`config.mk`:
```
export PLATFORM = sky130hd
export DESIGN_NAME = motor_feedback_unwrap_core_flat
export DESIGN_NICKNAME = d
export VERILOG_FILES = /design/src/hw/rtl/mfu_pkg.sv /design/src/hw/rtl/mfu_if.sv /design/src/hw/rtl/mfu_ram.sv /design/src/hw/rtl/motor_feedback_unwrap_core.sv /design/src/flat_wrapper.sv
export VERILOG_INCLUDE_DIRS = /design/src /design/src/hw/rtl
export SDC_FILE = /design/constraint.sdc
export NUM_CORES = 1
export LEC_CHECK = 0
export BUFFER_PORTS_ARGS = -buffer_cell sky130_fd_sc_hd__buf_2
export CAP_MARGIN = 20
export CORE_MARGIN = 2
export CORE_UTILIZATION = 65
export DETAILED_ROUTE_END_ITERATION = 7
export PLACE_DENSITY = 0.86
export RECOVER_POWER = 50
export SLEW_MARGIN = 20
export SYNTH_ARGS = -nofsm -noshare
export SYNTH_HDL_FRONTEND = slang
export SYNTH_SLANG_ARGS = --single-unit
```
`constraint.sdc`:
```
create_clock -name i_clk -period 21.1 [get_ports i_clk]
set_input_delay 6.33 -clock i_clk [delete_from_list [all_inputs] [get_ports i_clk]]
set_output_delay 6.33 -clock i_clk [all_outputs]
set_load 0.03 [all_outputs]
```
`src/hw/rtl/motor_feedback_unwrap_core_assert.svh`:
```
// assertion macros for the motor feedback unwrap core
// no dependencies; included by files that carry concurrent checks
`ifndef MOTOR_FEEDBACK_UNWRAP_CORE_ASSERT_SVH
`define MOTOR_FEEDBACK_UNWRAP_CORE_ASSERT_SVH

// same-cycle implication, disabled in reset
`define MFU_ASSERT_IMP(label, clk, rst_n, ante, cons, msg) \
    label: assert property (@(posedge clk) disable iff (!rst_n) (ante) |-> (cons)) \
        else $error(msg);

// next-cycle implication, disabled in reset
`define MFU_ASSERT_NXT(label, clk, rst_n, ante, cons, msg) \
    label: assert property (@(posedge clk) disable iff (!rst_n) (ante) |=> (cons)) \
        else $error(msg);

`endif

```
`src/hw/rtl/mfu_pkg.sv`:
```
// shared widths, register indexes and parameter defaults of the feedback unwrap core
// no dependencies
package mfu_pkg;

    localparam int ID_W       = 11;
    localparam int ANGLE_W    = 13;
    localparam int SPEED_W    = 16;
    localparam int TOTAL_W    = 29;
    localparam int SLOT_IDX_W = 3;
    localparam int CFG_IDX_W  = 3;

    localparam int MOTOR_SLOTS_DEF     = 4;
    localparam int COUNTS_PER_TURN_DEF = 8192;
    localparam int TURN_BITS_DEF       = 16;

    localparam int NUM_MOTOR_IDS = 4;

    localparam logic [SLOT_IDX_W-1:0] YAW_SLOT = 3'd4;

    // configuration register indexes
    localparam logic [CFG_IDX_W-1:0] REG_MOTOR0   = 3'd0;
    localparam logic [CFG_IDX_W-1:0] REG_MOTOR1   = 3'd1;
    localparam logic [CFG_IDX_W-1:0] REG_MOTOR2   = 3'd2;
    localparam logic [CFG_IDX_W-1:0] REG_MOTOR3   = 3'd3;
    localparam logic [CFG_IDX_W-1:0] REG_YAW      = 3'd4;
    localparam logic [CFG_IDX_W-1:0] REG_LOOPBACK = 3'd5;

    localparam logic [ID_W-1:0] MOTOR0_ID_RST   = 11'd513;
    localparam logic [ID_W-1:0] MOTOR1_ID_RST   = 11'd514;
    localparam logic [ID_W-1:0] MOTOR2_ID_RST   = 11'd515;
    localparam logic [ID_W-1:0] MOTOR3_ID_RST   = 11'd516;
    localparam logic [ID_W-1:0] YAW_ID_RST      = 11'd517;
    localparam logic [ID_W-1:0] LOOPBACK_ID_RST = 11'd0;

endpackage

```
`src/hw/rtl/mfu_if.sv`:
```
// channel interfaces of the feedback unwrap core: frames in, results out, register writes
// depends on mfu_pkg
interface mfu_fb_if import mfu_pkg::*; ();
    logic                      valid;
    logic                      ready;
    logic [ID_W-1:0]           frame_id;
    logic [ANGLE_W-1:0]        feedback_angle;
    logic signed [SPEED_W-1:0] feedback_speed;
    logic signed [SPEED_W-1:0] feedback_current;

    modport source (output valid, frame_id, feedback_angle, feedback_speed,
                    feedback_current, input ready);
    modport sink   (input valid, frame_id, feedback_angle, feedback_speed,
                    feedback_current, output ready);
endinterface

interface mfu_res_if import mfu_pkg::*; ();
    logic                      valid;
    logic                      ready;
    logic                      matched;
    logic [SLOT_IDX_W-1:0]     slot_index;
    logic signed [TOTAL_W-1:0] unwrapped_pos;
    logic signed [SPEED_W-1:0] turn_count;
    logic signed [SPEED_W-1:0] mean_speed;
    logic signed [SPEED_W-1:0] motor_current;
    logic [ANGLE_W-1:0]        first_angle;

    modport source (output valid, matched, slot_index, unwrapped_pos, turn_count,
                    mean_speed, motor_current, first_angle, input ready);
    modport sink   (input valid, matched, slot_index, unwrapped_pos, turn_count,
                    mean_speed, motor_current, first_angle, output ready);
endinterface

interface mfu_cfg_if import mfu_pkg::*; ();
    logic                 valid;
    logic                 ready;
    logic [CFG_IDX_W-1:0] index;
    logic [ID_W-1:0]      data;

    modport source (output valid, index, data, input ready);
    modport sink   (input valid, index, data, output ready);
endinterface

```
`src/hw/rtl/mfu_ram.sv`:
```
// generic simple dual-port ram, one write and one registered read per cycle
// no dependencies
module mfu_ram #(
    parameter int WIDTH = 8,
    parameter int DEPTH = 4,
    parameter int ADDR_W = (DEPTH > 1) ? $clog2(DEPTH) : 1
) (
    input  logic              i_clk,
    input  logic              i_wr_en,
    input  logic [ADDR_W-1:0] i_wr_addr,
    input  logic [WIDTH-1:0]  i_wr_data,
    input  logic              i_rd_en,
    input  logic [ADDR_W-1:0] i_rd_addr,
    output logic [WIDTH-1:0]  o_rd_data
);

    logic [WIDTH-1:0] r_mem [DEPTH];
    logic [WIDTH-1:0] r_rd_data;

    always_ff @(posedge i_clk) begin
        if (i_wr_en) begin
            r_mem[i_wr_addr] <= i_wr_data;
        end
        if (i_rd_en) begin
            r_rd_data <= r_mem[i_rd_addr];
        end
    end

    assign o_rd_data = r_rd_data;

endmodule

```
`src/hw/rtl/motor_feedback_unwrap_core.sv`:
```
// motor feedback unwrap core: word registered in update stage, result in output register;
// one frame word per cycle unless the output stalls, set by the read-modify-write of the
// slot memory; the write of the previous word is forwarded to a read of the same slot
// reset (synchronous, active low): identifiers load their defaults, slot valid bits clear
// so every slot reads as zero, pipeline empties; no memory clearing pass is needed
// depends on mfu_pkg, mfu_if, mfu_ram and motor_feedback_unwrap_core_assert.svh
`include "motor_feedback_unwrap_core_assert.svh"

module motor_feedback_unwrap_core import mfu_pkg::*; #(
    parameter int MOTOR_SLOTS     = MOTOR_SLOTS_DEF,
    parameter int COUNTS_PER_TURN = COUNTS_PER_TURN_DEF,
    parameter int TURN_BITS       = TURN_BITS_DEF
) (
    input  logic     i_clk,
    input  logic     i_rst_n,
    mfu_fb_if.sink   i_feedback,
    mfu_res_if.source o_result,
    mfu_cfg_if.sink  i_cfg
);

    localparam int SLOT_W = (MOTOR_SLOTS > 1) ? $clog2(MOTOR_SLOTS) : 1;
    localparam int CPT_W  = $clog2(COUNTS_PER_TURN);
    localparam int DIFF_W = (CPT_W + 2 > ANGLE_W + 1) ? CPT_W + 2 : ANGLE_W + 1;
    localparam logic signed [DIFF_W-1:0] HALF_TURN = DIFF_W'(COUNTS_PER_TURN / 2);
    localparam logic [TOTAL_W-1:0] CPT_MUL = TOTAL_W'(COUNTS_PER_TURN);

    // kind of the word in the update stage
    localparam logic [1:0] K_NONE  = 2'd0;
    localparam logic [1:0] K_MOTOR = 2'd1;
    localparam logic [1:0] K_YAW   = 2'd2;

    typedef struct packed {
        logic [ANGLE_W-1:0]   prev_angle;
        logic [SPEED_W-1:0]   prev_speed;
        logic [TURN_BITS-1:0] turns;
        logic [ANGLE_W-1:0]   origin_angle;
        logic                 start_taken;
    } t_slot_entry;

    localparam int ENTRY_W = $bits(t_slot_entry);

    // configuration registers
    logic [ID_W-1:0] r_motor_id [NUM_MOTOR_IDS];
    logic [ID_W-1:0] r_yaw_id;
    logic [ID_W-1:0] r_loop_id;

    // update stage
    logic                      r_s1_valid;
    logic [1:0]                r_s1_kind;
    logic [SLOT_W-1:0]         r_s1_slot;
    logic [ANGLE_W-1:0]        r_s1_angle;
    logic signed [SPEED_W-1:0] r_s1_speed;
    logic signed [SPEED_W-1:0] r_s1_current;

    // forwarding of the write that happened alongside the read
    logic              r_fwd_valid;
    logic [SLOT_W-1:0] r_fwd_slot;
    t_slot_entry       r_fwd_entry;

    logic [MOTOR_SLOTS-1:0] r_slot_valid;

    // output register
    logic                      r_out_valid;
    logic                      r_out_matched;
    logic [SLOT_IDX_W-1:0]     r_out_slot;
    logic signed [TOTAL_W-1:0] r_out_total;
    logic signed [SPEED_W-1:0] r_out_turns;
    logic signed [SPEED_W-1:0] r_out_mean;
    logic signed [SPEED_W-1:0] r_out_current;
    logic [ANGLE_W-1:0]        r_out_first;

    logic              in_accept;
    logic              s1_go;
    logic              m_motor;
    logic              m_yaw;
    logic [SLOT_W-1:0] m_slot;
    logic [1:0]        m_kind;

    logic [ENTRY_W-1:0] rd_data;
    t_slot_entry        cur;
    t_slot_entry        n_entry;
    logic               fwd_hit;
    logic               wr_en;

    logic signed [SPEED_W:0]   speed_sum;
    logic signed [SPEED_W:0]   speed_adj;
    logic signed [SPEED_W-1:0] mean;
    logic signed [DIFF_W-1:0]  diff;
    logic [TURN_BITS-1:0]      turns_new;
    logic [TOTAL_W-1:0]        turns_ext;
    logic [TOTAL_W-1:0]        total;

    // handshakes
    assign s1_go     = r_s1_valid && (!r_out_valid || o_result.ready);
    assign in_accept = i_feedback.valid && i_feedback.ready;
    assign i_feedback.ready = !r_s1_valid || s1_go;
    assign i_cfg.ready = 1'b1;

    // identifier match, first register wins
    always_comb begin
        m_motor = 1'b0;
        m_slot  = '0;
        for (int i = NUM_MOTOR_IDS - 1; i >= 0; i--) begin
            if (i < MOTOR_SLOTS && i_feedback.frame_id == r_motor_id[i]) begin
                m_motor = 1'b1;
                m_slot  = SLOT_W'(i);
            end
        end
        m_yaw = !m_motor && (i_feedback.frame_id == r_yaw_id);
        if (m_motor) begin
            m_kind = K_MOTOR;
        end else if (m_yaw) begin
            m_kind = K_YAW;
        end else if (i_feedback.frame_id == r_loop_id) begin
            m_kind = K_MOTOR;
            m_slot = '0;
        end else begin
            m_kind = K_NONE;
        end
    end

    mfu_ram #(
        .WIDTH (ENTRY_W),
        .DEPTH (MOTOR_SLOTS),
        .ADDR_W(SLOT_W)
    ) u_slot_ram (
        .i_clk    (i_clk),
        .i_wr_en  (wr_en),
        .i_wr_addr(r_s1_slot),
        .i_wr_data(n_entry),
        .i_rd_en  (in_accept),
        .i_rd_addr(m_slot),
        .o_rd_data(rd_data)
    );

    // read-modify-write of the slot entry
    always_comb begin
        fwd_hit = r_fwd_valid && (r_fwd_slot == r_s1_slot);
        if (fwd_hit) begin
            cur = r_fwd_entry;
        end else if (r_slot_valid[r_s1_slot]) begin
            cur = t_slot_entry'(rd_data);
        end else begin
            cur = '0;
        end

        // mean truncated toward zero: bias negative sums by one before the shift
        speed_sum = {r_s1_speed[SPEED_W-1], r_s1_speed}
                  + {cur.prev_speed[SPEED_W-1], cur.prev_speed};
        speed_adj = speed_sum + (SPEED_W+1)'(speed_sum[SPEED_W]);
        mean      = speed_adj[SPEED_W:1];

        diff = DIFF_W'(r_s1_angle) - DIFF_W'(cur.prev_angle);
        if (diff > HALF_TURN) begin
            turns_new = cur.turns - TURN_BITS'(1);
        end else if (diff < -HALF_TURN) begin
            turns_new = cur.turns + TURN_BITS'(1);
        end else begin
            turns_new = cur.turns;
        end

        turns_ext = TOTAL_W'($signed(turns_new));
        total     = turns_ext * CPT_MUL + TOTAL_W'(r_s1_angle);

        n_entry.prev_angle   = r_s1_angle;
        n_entry.prev_speed   = r_s1_speed;
        n_entry.turns        = turns_new;
        n_entry.origin_angle = cur.start_taken ? cur.origin_angle : r_s1_angle;
        n_entry.start_taken  = 1'b1;

        wr_en = s1_go && (r_s1_kind == K_MOTOR);
    end

    always_ff @(posedge i_clk) begin
        if (!i_rst_n) begin
            r_motor_id[0] <= MOTOR0_ID_RST;
            r_motor_id[1] <= MOTOR1_ID_RST;
            r_motor_id[2] <= MOTOR2_ID_RST;
            r_motor_id[3] <= MOTOR3_ID_RST;
            r_yaw_id      <= YAW_ID_RST;
            r_loop_id     <= LOOPBACK_ID_RST;
        end else if (i_cfg.valid && i_cfg.ready) begin
            case (i_cfg.index)
                REG_MOTOR0:   r_motor_id[0] <= i_cfg.data;
                REG_MOTOR1:   r_motor_id[1] <= i_cfg.data;
                REG_MOTOR2:   r_motor_id[2] <= i_cfg.data;
                REG_MOTOR3:   r_motor_id[3] <= i_cfg.data;
                REG_YAW:      r_yaw_id      <= i_cfg.data;
                REG_LOOPBACK: r_loop_id     <= i_cfg.data;
                default: ;
            endcase
        end
    end

    always_ff @(posedge i_clk) begin
        if (!i_rst_n) begin
            r_s1_valid   <= 1'b0;
            r_fwd_valid  <= 1'b0;
            r_slot_valid <= '0;
            r_out_valid  <= 1'b0;
        end else begin
            if (in_accept) begin
                r_s1_valid  <= 1'b1;
                r_fwd_valid <= wr_en;
            end else if (s1_go) begin
                r_s1_valid <= 1'b0;
            end
            if (wr_en) begin
                r_slot_valid[r_s1_slot] <= 1'b1;
            end
            if (s1_go) begin
                r_out_valid <= 1'b1;
            end else if (o_result.ready) begin
                r_out_valid <= 1'b0;
            end
        end
    end

    // payload registers
    always_ff @(posedge i_clk) begin
        if (in_accept) begin
            r_s1_kind    <= m_kind;
            r_s1_slot    <= m_slot;
            r_s1_angle   <= i_feedback.feedback_angle;
            r_s1_speed   <= i_feedback.feedback_speed;
            r_s1_current <= i_feedback.feedback_current;
            r_fwd_slot   <= r_s1_slot;
            r_fwd_entry  <= n_entry;
        end
        if (s1_go) begin
            case (r_s1_kind)
                K_MOTOR: begin
                    r_out_matched <= 1'b1;
                    r_out_slot    <= SLOT_IDX_W'(r_s1_slot);
                    r_out_total   <= total;
                    r_out_turns   <= SPEED_W'($signed(turns_new));
                    r_out_mean    <= mean;
                    r_out_current <= r_s1_current;
                    r_out_first   <= n_entry.origin_angle;
                end
                K_YAW: begin
                    r_out_matched <= 1'b1;
                    r_out_slot    <= YAW_SLOT;
                    r_out_total   <= TOTAL_W'(r_s1_angle);
                    r_out_turns   <= '0;
                    r_out_mean    <= r_s1_speed;
                    r_out_current <= r_s1_current;
                    r_out_first   <= '0;
                end
                default: begin
                    r_out_matched <= 1'b0;
                    r_out_slot    <= '0;
                    r_out_total   <= '0;
                    r_out_turns   <= '0;
                    r_out_mean    <= '0;
                    r_out_current <= '0;
                    r_out_first   <= '0;
                end
            endcase
        end
    end

    assign o_result.valid         = r_out_valid;
    assign o_result.matched       = r_out_matched;
    assign o_result.slot_index    = r_out_slot;
    assign o_result.unwrapped_pos = r_out_total;
    assign o_result.turn_count    = r_out_turns;
    assign o_result.mean_speed    = r_out_mean;
    assign o_result.motor_current = r_out_current;
    assign o_result.first_angle   = r_out_first;

    // a forwarded entry always belongs to a slot that has been written
    `MFU_ASSERT_IMP(a_fwd_slot_written, i_clk, i_rst_n,
        r_s1_valid && fwd_hit, r_slot_valid[r_s1_slot], "forward from unwritten slot")

    // a full update stage behind a stalled output blocks new words
    `MFU_ASSERT_IMP(a_stall_blocks_input, i_clk, i_rst_n,
        r_out_valid && !o_result.ready && r_s1_valid, !i_feedback.ready,
        "input taken while update stage is stalled")

    // an unmatched word gives an all-zero result
    `MFU_ASSERT_NXT(a_nomatch_zero, i_clk, i_rst_n,
        s1_go && r_s1_kind == K_NONE,
        r_out_total == '0 && r_out_slot == '0 && r_out_first == '0 && r_out_mean == '0,
        "unmatched result is not zero")

endmodule
```
`src/flat_wrapper.sv`:
```
// flat-port wrapper written by rule: the top's interface ports become plain ports
module motor_feedback_unwrap_core_flat import mfu_pkg::*;
#(
    parameter int MOTOR_SLOTS     = MOTOR_SLOTS_DEF,
    parameter int COUNTS_PER_TURN = COUNTS_PER_TURN_DEF,
    parameter int TURN_BITS       = TURN_BITS_DEF
)
  (i_clk, i_rst_n, i_feedback_valid, i_feedback_frame_id, i_feedback_feedback_angle, i_feedback_feedback_speed, i_feedback_feedback_current, i_feedback_ready, o_result_valid, o_result_matched, o_result_slot_index, o_result_unwrapped_pos, o_result_turn_count, o_result_mean_speed, o_result_motor_current, o_result_first_angle, o_result_ready, i_cfg_valid, i_cfg_index, i_cfg_data, i_cfg_ready);
  mfu_fb_if i_feedback_i ();
  mfu_res_if o_result_i ();
  mfu_cfg_if i_cfg_i ();
  input  logic i_clk;
  input  logic i_rst_n;
  input wire logic [$bits(i_feedback_i.valid)-1:0] i_feedback_valid;
  input wire logic [$bits(i_feedback_i.frame_id)-1:0] i_feedback_frame_id;
  input wire logic [$bits(i_feedback_i.feedback_angle)-1:0] i_feedback_feedback_angle;
  input wire logic [$bits(i_feedback_i.feedback_speed)-1:0] i_feedback_feedback_speed;
  input wire logic [$bits(i_feedback_i.feedback_current)-1:0] i_feedback_feedback_current;
  output wire logic [$bits(i_feedback_i.ready)-1:0] i_feedback_ready;
  output wire logic [$bits(o_result_i.valid)-1:0] o_result_valid;
  output wire logic [$bits(o_result_i.matched)-1:0] o_result_matched;
  output wire logic [$bits(o_result_i.slot_index)-1:0] o_result_slot_index;
  output wire logic [$bits(o_result_i.unwrapped_pos)-1:0] o_result_unwrapped_pos;
  output wire logic [$bits(o_result_i.turn_count)-1:0] o_result_turn_count;
  output wire logic [$bits(o_result_i.mean_speed)-1:0] o_result_mean_speed;
  output wire logic [$bits(o_result_i.motor_current)-1:0] o_result_motor_current;
  output wire logic [$bits(o_result_i.first_angle)-1:0] o_result_first_angle;
  input wire logic [$bits(o_result_i.ready)-1:0] o_result_ready;
  input wire logic [$bits(i_cfg_i.valid)-1:0] i_cfg_valid;
  input wire logic [$bits(i_cfg_i.index)-1:0] i_cfg_index;
  input wire logic [$bits(i_cfg_i.data)-1:0] i_cfg_data;
  output wire logic [$bits(i_cfg_i.ready)-1:0] i_cfg_ready;
  assign i_feedback_i.valid = i_feedback_valid;
  assign i_feedback_i.frame_id = i_feedback_frame_id;
  assign i_feedback_i.feedback_angle = i_feedback_feedback_angle;
  assign i_feedback_i.feedback_speed = i_feedback_feedback_speed;
  assign i_feedback_i.feedback_current = i_feedback_feedback_current;
  assign i_feedback_ready = i_feedback_i.ready;
  assign o_result_valid = o_result_i.valid;
  assign o_result_matched = o_result_i.matched;
  assign o_result_slot_index = o_result_i.slot_index;
  assign o_result_unwrapped_pos = o_result_i.unwrapped_pos;
  assign o_result_turn_count = o_result_i.turn_count;
  assign o_result_mean_speed = o_result_i.mean_speed;
  assign o_result_motor_current = o_result_i.motor_current;
  assign o_result_first_angle = o_result_i.first_angle;
  assign o_result_i.ready = o_result_ready;
  assign i_cfg_i.valid = i_cfg_valid;
  assign i_cfg_i.index = i_cfg_index;
  assign i_cfg_i.data = i_cfg_data;
  assign i_cfg_ready = i_cfg_i.ready;
  motor_feedback_unwrap_core #(.MOTOR_SLOTS(MOTOR_SLOTS), .COUNTS_PER_TURN(COUNTS_PER_TURN), .TURN_BITS(TURN_BITS)) u_core (.i_clk(i_clk), .i_rst_n(i_rst_n), .i_feedback(i_feedback_i), .o_result(o_result_i), .i_cfg(i_cfg_i));
endmodule
```
### Word level (Yosys, flattened, before mapping)

Memory sizes are Yosys's and may differ from the RTL's. A register that Yosys moved wholly into a read port is not among the register bits.
Index checks and enable logic that the tools add are counted.

* bits in registers: 291
* bits of input ports: 75
* bits in writable memories: 276
* memories kept: 2
* output and inout port bits: 97

Memory list
* u_core.u_slot_ram.r_mem: depth 4, bits a word 58, read ports 1, clocked after memory_dff 1, wr ports 1, RTL line mfu_ram.sv:17 `logic [WIDTH-1:0] r_mem [DEPTH];`
* u_core.r_motor_id: depth 4, bits a word 11, read ports 4, clocked after memory_dff 0, wr ports 4, RTL line motor_feedback_unwrap_core.sv:43 `logic [ID_W-1:0] r_motor_id [NUM_MOTOR_IDS];`

* order comparisons: 4
* multiplexer cells: 53
* equal/unequal tests: 14
* bitwise gates (word level): 5
* reduce and logical (&&, ||, !) cells: 17
* $add $sub $neg: 6

Operators by type and width (number)
* $mux W59: 2
* $eq A11 B11 Y1: 6
* $pmux W29 S2: 1
* $mux W11: 4
* $mux W16: 2
* $pmux W16 S2: 1
* $mux W1: 31
* $add A29 B13 Y29: 1
* $add A16 B16 Y17: 1
* $add A17 B1 Y17: 1
* $add A16 B1 Y16 const B: 1
* $mux W2: 8
* $sub A16 B1 Y16 const B: 1
* $gt A15 B14 Y1 const B: 1
* $lt A15 B13 Y1 const B: 1
* $sub A13 B13 Y14: 1
* $mux W13: 1
* $eq A3 B2 Y1 const B: 2
* $eq A3 B3 Y1 const B: 2
* $logic_and A1 B1 Y1: 6
* $pmux W3 S2: 1
* $or A1 B1 Y1: 4
* $or A4 B4 Y4: 1
* $reduce_and A2 Y1: 2
* 13 further kinds: 17

### Longest topological paths before layout

* depth in word-level cells: 10
* gate-level depth with buffers: 25
* mapped depth without buffers: 18

### Hierarchy

Synthesis repeated with hierarchy kept, for this count alone.

* cells, all modules: 1622
* area, all modules: 24687.4 um^2

Modules (own cells, without submodules)
* motor_feedback_unwrap_core: cells an instance 1250, area each 14357.5 um^2, times used 1, seq. area each 7997.7 um^2
* mfu_ram: cells an instance 372, area each 10329.9 um^2, times used 1, seq. area each 8858.5 um^2

### Worst setup path after synthesis

Ideal clock, no wire load.

* path type: input to register
* from: in o_result_ready
* to: mem u_core.u_slot_ram.r_mem[2][0] in the netlist's numbering (enable)
* stages on the path: 4
* required time: 20.540 ns
* buffers on the path: 0
* path slack: 7.283 ns
* arrival: 13.257 ns
* library setup time: 0.560 ns
* cell sequence: nand2b_1 and2_1 nand2_1 nor3b_1

* cells in the longest elaborated chain, start to end: 5

RTL lines
* start: declaration: RTL line flat_wrapper.sv:28 `input wire logic [$bits(o_result_i.ready)-1:0] o_result_ready;`
* $logic_or A1 B1 Y1: RTL line motor_feedback_unwrap_core.sv:94 `assign s1_go = r_s1_valid && (!r_out_valid || o_result.ready);`
* $logic_and A1 B1 Y1: RTL line motor_feedback_unwrap_core.sv:94
* named net u_core.s1_go: RTL line motor_feedback_unwrap_core.sv:73 `logic s1_go;`
* $logic_and A1 B1 Y1: RTL line motor_feedback_unwrap_core.sv:171 `wr_en = s1_go && (r_s1_kind == K_MOTOR);`
* $mux W1: RTL line mfu_ram.sv:21 `if (i_wr_en) begin`
* $mux W1 (implied by the code): RTL line mfu_ram.sv:22 `r_mem[i_wr_addr] <= i_wr_data;`
* end: declaration: RTL line mfu_ram.sv:17

The timed path passes the listed nets, and every way through them passes these cells.

### Worst setup path after layout

* from: in o_result_ready
* to: out i_feedback_ready

* cells in the longest elaborated chain, start to end: 3

RTL lines
* $logic_or A1 B1 Y1: RTL line motor_feedback_unwrap_core.sv:94
* $logic_and A1 B1 Y1: RTL line motor_feedback_unwrap_core.sv:94
* $logic_or A1 B1 Y1: RTL line motor_feedback_unwrap_core.sv:96 `assign i_feedback.ready = !r_s1_valid || s1_go;`
* end: declaration: RTL line flat_wrapper.sv:19 `output wire logic [$bits(i_feedback_i.ready)-1:0] i_feedback_ready;`

No other way between the ends.

==> metrics.md <==
| Metric | Value |
|---|---|
| Via density | `6.29` |
| N_diodes | `0` |
| Via Count | `16,000` |
| Cell count after synthesis | `1,841` |
| Top cells by count, synth | `edfxtp_1 (537), nand2_1 (144), mux2i_1 (98)` |
| Final WL | `54.2 mm` |
| Fin. Hold Viols | `0` |
| Reg clk slew, reported paths | `0.06 ns` |
| Final worst path period need | `13.26 ns` |
| IO Port Bufs | `170` |
| Routability cong. | `0.903` |
| DP Area | `26,600 um^2` |
| GRT Overall Usage | `0.266` |
| CTS tree | `yes` |
| Final #Nets | `2,103` |
| Worst Path Max Fanout | `3` |
| Total gr overflow | `0` |
| Avg Inst Size Synth | `13.7 um^2` |
| Slew at the pin with the worst max-slew slack | `3.61 ns` |
| Mapped cell area | `25,300 um^2` |
| Non-Filler Instances | `2,553` |
| Placed insts | `2,452` |
| Post-synthesis mux area share | `0.0410` |
| Initial core utilization | `0.656` |
| CTS buffer count | `55` |
| Area delta synth->final | `11.5%` |
| Iter 0 DRT Violations | `1,459` |
| Worst Setup End Kind | `output port` |
| Flops & latches, synth | `566` |
| Clock sink count | `566` |
| Critical path data required time | `14.77 ns` |
| Die Area | `40,500 um^2` |
| Final hold slack | `0.469 ns` |
| Multi-input gate area | `8080 um^2` |
| Layout cell share with drive strength beyond 1 | `0.144` |
| Pleak | `9.61 nW` |
| Hold Path Class | `reg2reg` |
| Die Wd | `201 um` |
| Drt pass-1 iters | `6` |
| Post-synth EDFFs | `537` |
| Number of routed nets with antenna violations | `0` |
| CTS-repair resized insts | `0` |
| Largest net degree at the start of global routing | `176` |
| Vias in the first global route | `15,800` |
| CP startpoint kind | `input pin` |
| Final Core Density | `0.732` |
| Wire per inst | `21.2 um` |
| Failing checks | `capacitance limit, slew limit` |
| Largest family of logic cells by synthesized area | `simple AND/OR/NAND/NOR gates` |
| Initial antenna violation count | `0` |
| Power Dens Cells | `85.1 nW/um^2` |
| Final Max Slew Viols | `190` |
| Most common cell in the netlist | `edfxtp_1` |
| Clk_lat worst skew | `0.61 ns` |
| Async SR Flop Fraction | `0` |
| Status | `finished with violations` |
| Syn. warnings | `0` |
| Net Count, Synth | `1,953` |
| Final Cycle Share | `0.628` |
| Post-DP HPWL | `32.8 mm` |
| Post-CTS Setup Inserts | `0` |
| Fmax | `0.0754 GHz` |
| Top cell type by total area after synthesis | `edfxtp_1` |
| Setup_tns | `0 ns` |
| Xor/xnor share of the synthesized area | `0.0350` |
| # setup viols final | `0` |
| Design area | `28,200 um^2` |
| Filler cells | `2,440` |
| Synth top area share | `0.637` |
| Cts hold-fix bufs | `0` |
| Worst VDD drop | `0.0727 mV` |
| FF/Latch Area | `16,700 um^2` |
| Main synth FF type | `edfxtp_1` |
| Worst Skew | `0.0207 ns` |
| Die Ht | `201 um` |
| Row count | `72` |
| I/O pin total | `172` |
| RSZ-0062 raised after global routing | `false` |
| Synth Area in Compound Gates | `0.105` |
| Worst relative slew slack | `-1.41` |
| Arrival @ worst endpoint | `6.93 ns` |
| Max-Cap Viols | `5` |
| Post-route DRC | `0` |
| Core footprint | `38,600 um^2` |
| Synth top area cells | `edfxtp_1 (64%), mux2i_1 (3.9%), nor2b_1 (2.4%), dfxtp_1 (2.3%), nand2_1 (2.1%)` |
| Root Buffer | `clkbuf_16` |
| Post-synthesis simple-gate area fraction | `0.119` |
| Adder-cell share of the synthesized area | `0.0189` |
| Yosys cell types | `94` |
| Sequential element share of the synthesized area | `0.660` |
| H-tree levels | `2` |
| CP Class | `in2out` |
| Worst-case clock buffer depth | `3` |
| First-pass GRT wire length | `84.9 mm` |
through the flow:
stage	total power, mW	setup slack (ns)
global route	2.47	7.79
floorplan	1.43	7.28
finish	2.40	7.84
CTS	2.42	7.83
global placement	1.47	7.89
detailed placement	1.48	7.87
layout make-up:
type                    instances  area share
multi-input cells            1155       0.286
inverters                      21     0.00279
flip-flops and latches        566       0.592
well taps                     518      0.0230
clock buffers                  72      0.0518
repair buffers                192      0.0348
clock inverters                29     0.00900
critical path, cell delays in order:
cell,delay [ns]
buf_2,0.11
nor2b_1,0.21
nand2_1,0.09
buf_2,0.18
layout by cell type (no fill, tap or decap), drive strengths merged, types with 5 or more instances in the layout:
| cell type | n |
|---|---|
| o211ai | 6 |
| a21boi | 22 |
| o21a | 17 |
| or2 | 6 |
| o311ai | 5 |
| xor2 | 46 |
| a22oi | 28 |
| a211oi | 65 |
| xnor2 | 55 |
| and2 | 58 |
| a31oi | 9 |
| nor3 | 31 |
| nor4 | 20 |
| clkbuf | 87 |
| nor2b | 96 |
| a22o | 28 |
| edfxtp | 537 |
| clkinv | 22 |
| and3 | 17 |
| a21o | 6 |
| nand3 | 34 |
| nand2 | 145 |
| or3 | 18 |
| a31o | 5 |
| nor4b | 8 |
| and4 | 6 |
| nand2b | 18 |
| nand4 | 20 |
| o21ai | 47 |
| a21oi | 89 |
| ha | 35 |
| dfxtp | 29 |
| buf | 177 |
| o31ai | 10 |
| inv | 21 |
| nor2 | 48 |
| mux2i | 98 |
state kept, by name (all words and copies together) (netlist names), 16 cells and up:
name and cells:
u_core.r_s1_speed 16, u_core.u_slot_ram.o_rd_data 58, u_core.u_slot_ram.r_mem 232, u_core.o_result.motor_current 16
u_core.o_result.unwrapped_pos 29, u_core.o_result.mean_speed 16, u_core.o_result.turn_count 16, u_core.r_fwd_entry 58
u_core.r_s1_current 16, u_core.r_motor_id 44
metal layers:
metal,vias up,share of wire,global-route usage
li1,7312,-,-
met1,7834,0.41,0.366
met2,767,0.47,0.427
met3,136,0.089,0.0549
met4,0,0.031,0.0959
met5,-,0,0
worst paths after layout:
path | startpoint | endpoint | slack (ns) | cells after the start
setup / recovery | o_result_ready | i_feedback_ready | 7.84 | 4
hold / removal | u_core.r_slot_valid[0]$_SDFFE_PN0P_ | u_core.r_slot_valid[0]$_SDFFE_PN0P_ | 0.47 | 1
setup reg to reg | u_core.r_s1_slot[0]$_DFFE_PP_ | u_core.u_slot_ram.r_mem[3][27]$_DFFE_PP_ | 11.44 | 13
hold reg to reg | u_core.r_slot_valid[0]$_SDFFE_PN0P_ | u_core.r_slot_valid[0]$_SDFFE_PN0P_ | 0.47 | 1
power by group:
| group | total [mW] | internal, mW | switching (mW) |
|---|---|---|---|
| clock network | 0.942 | 0.535 | 0.406 |
| logic | 0.162 | 0.0525 | 0.110 |
| registers | 1.30 | 1.28 | 0.0215 |
cell families (layout without fill, tap and decap cells):
| family | count (synthesis) | in the layout |
|---|---|---|
| AND/OR/NAND/NOR | 542 | 542 |
| buffers and inverters | 120 | 314 |
| other | 1 | 1 |
| flip-flops | 566 | 566 |
| AO/OA/AOI/OAI | 372 | 372 |
| adder cells (fa/ha/maj) | 37 | 37 |
| multiplexers | 102 | 102 |
| XOR/XNOR | 101 | 101 |
Note: power is estimated with default switching activity, not from simulation.
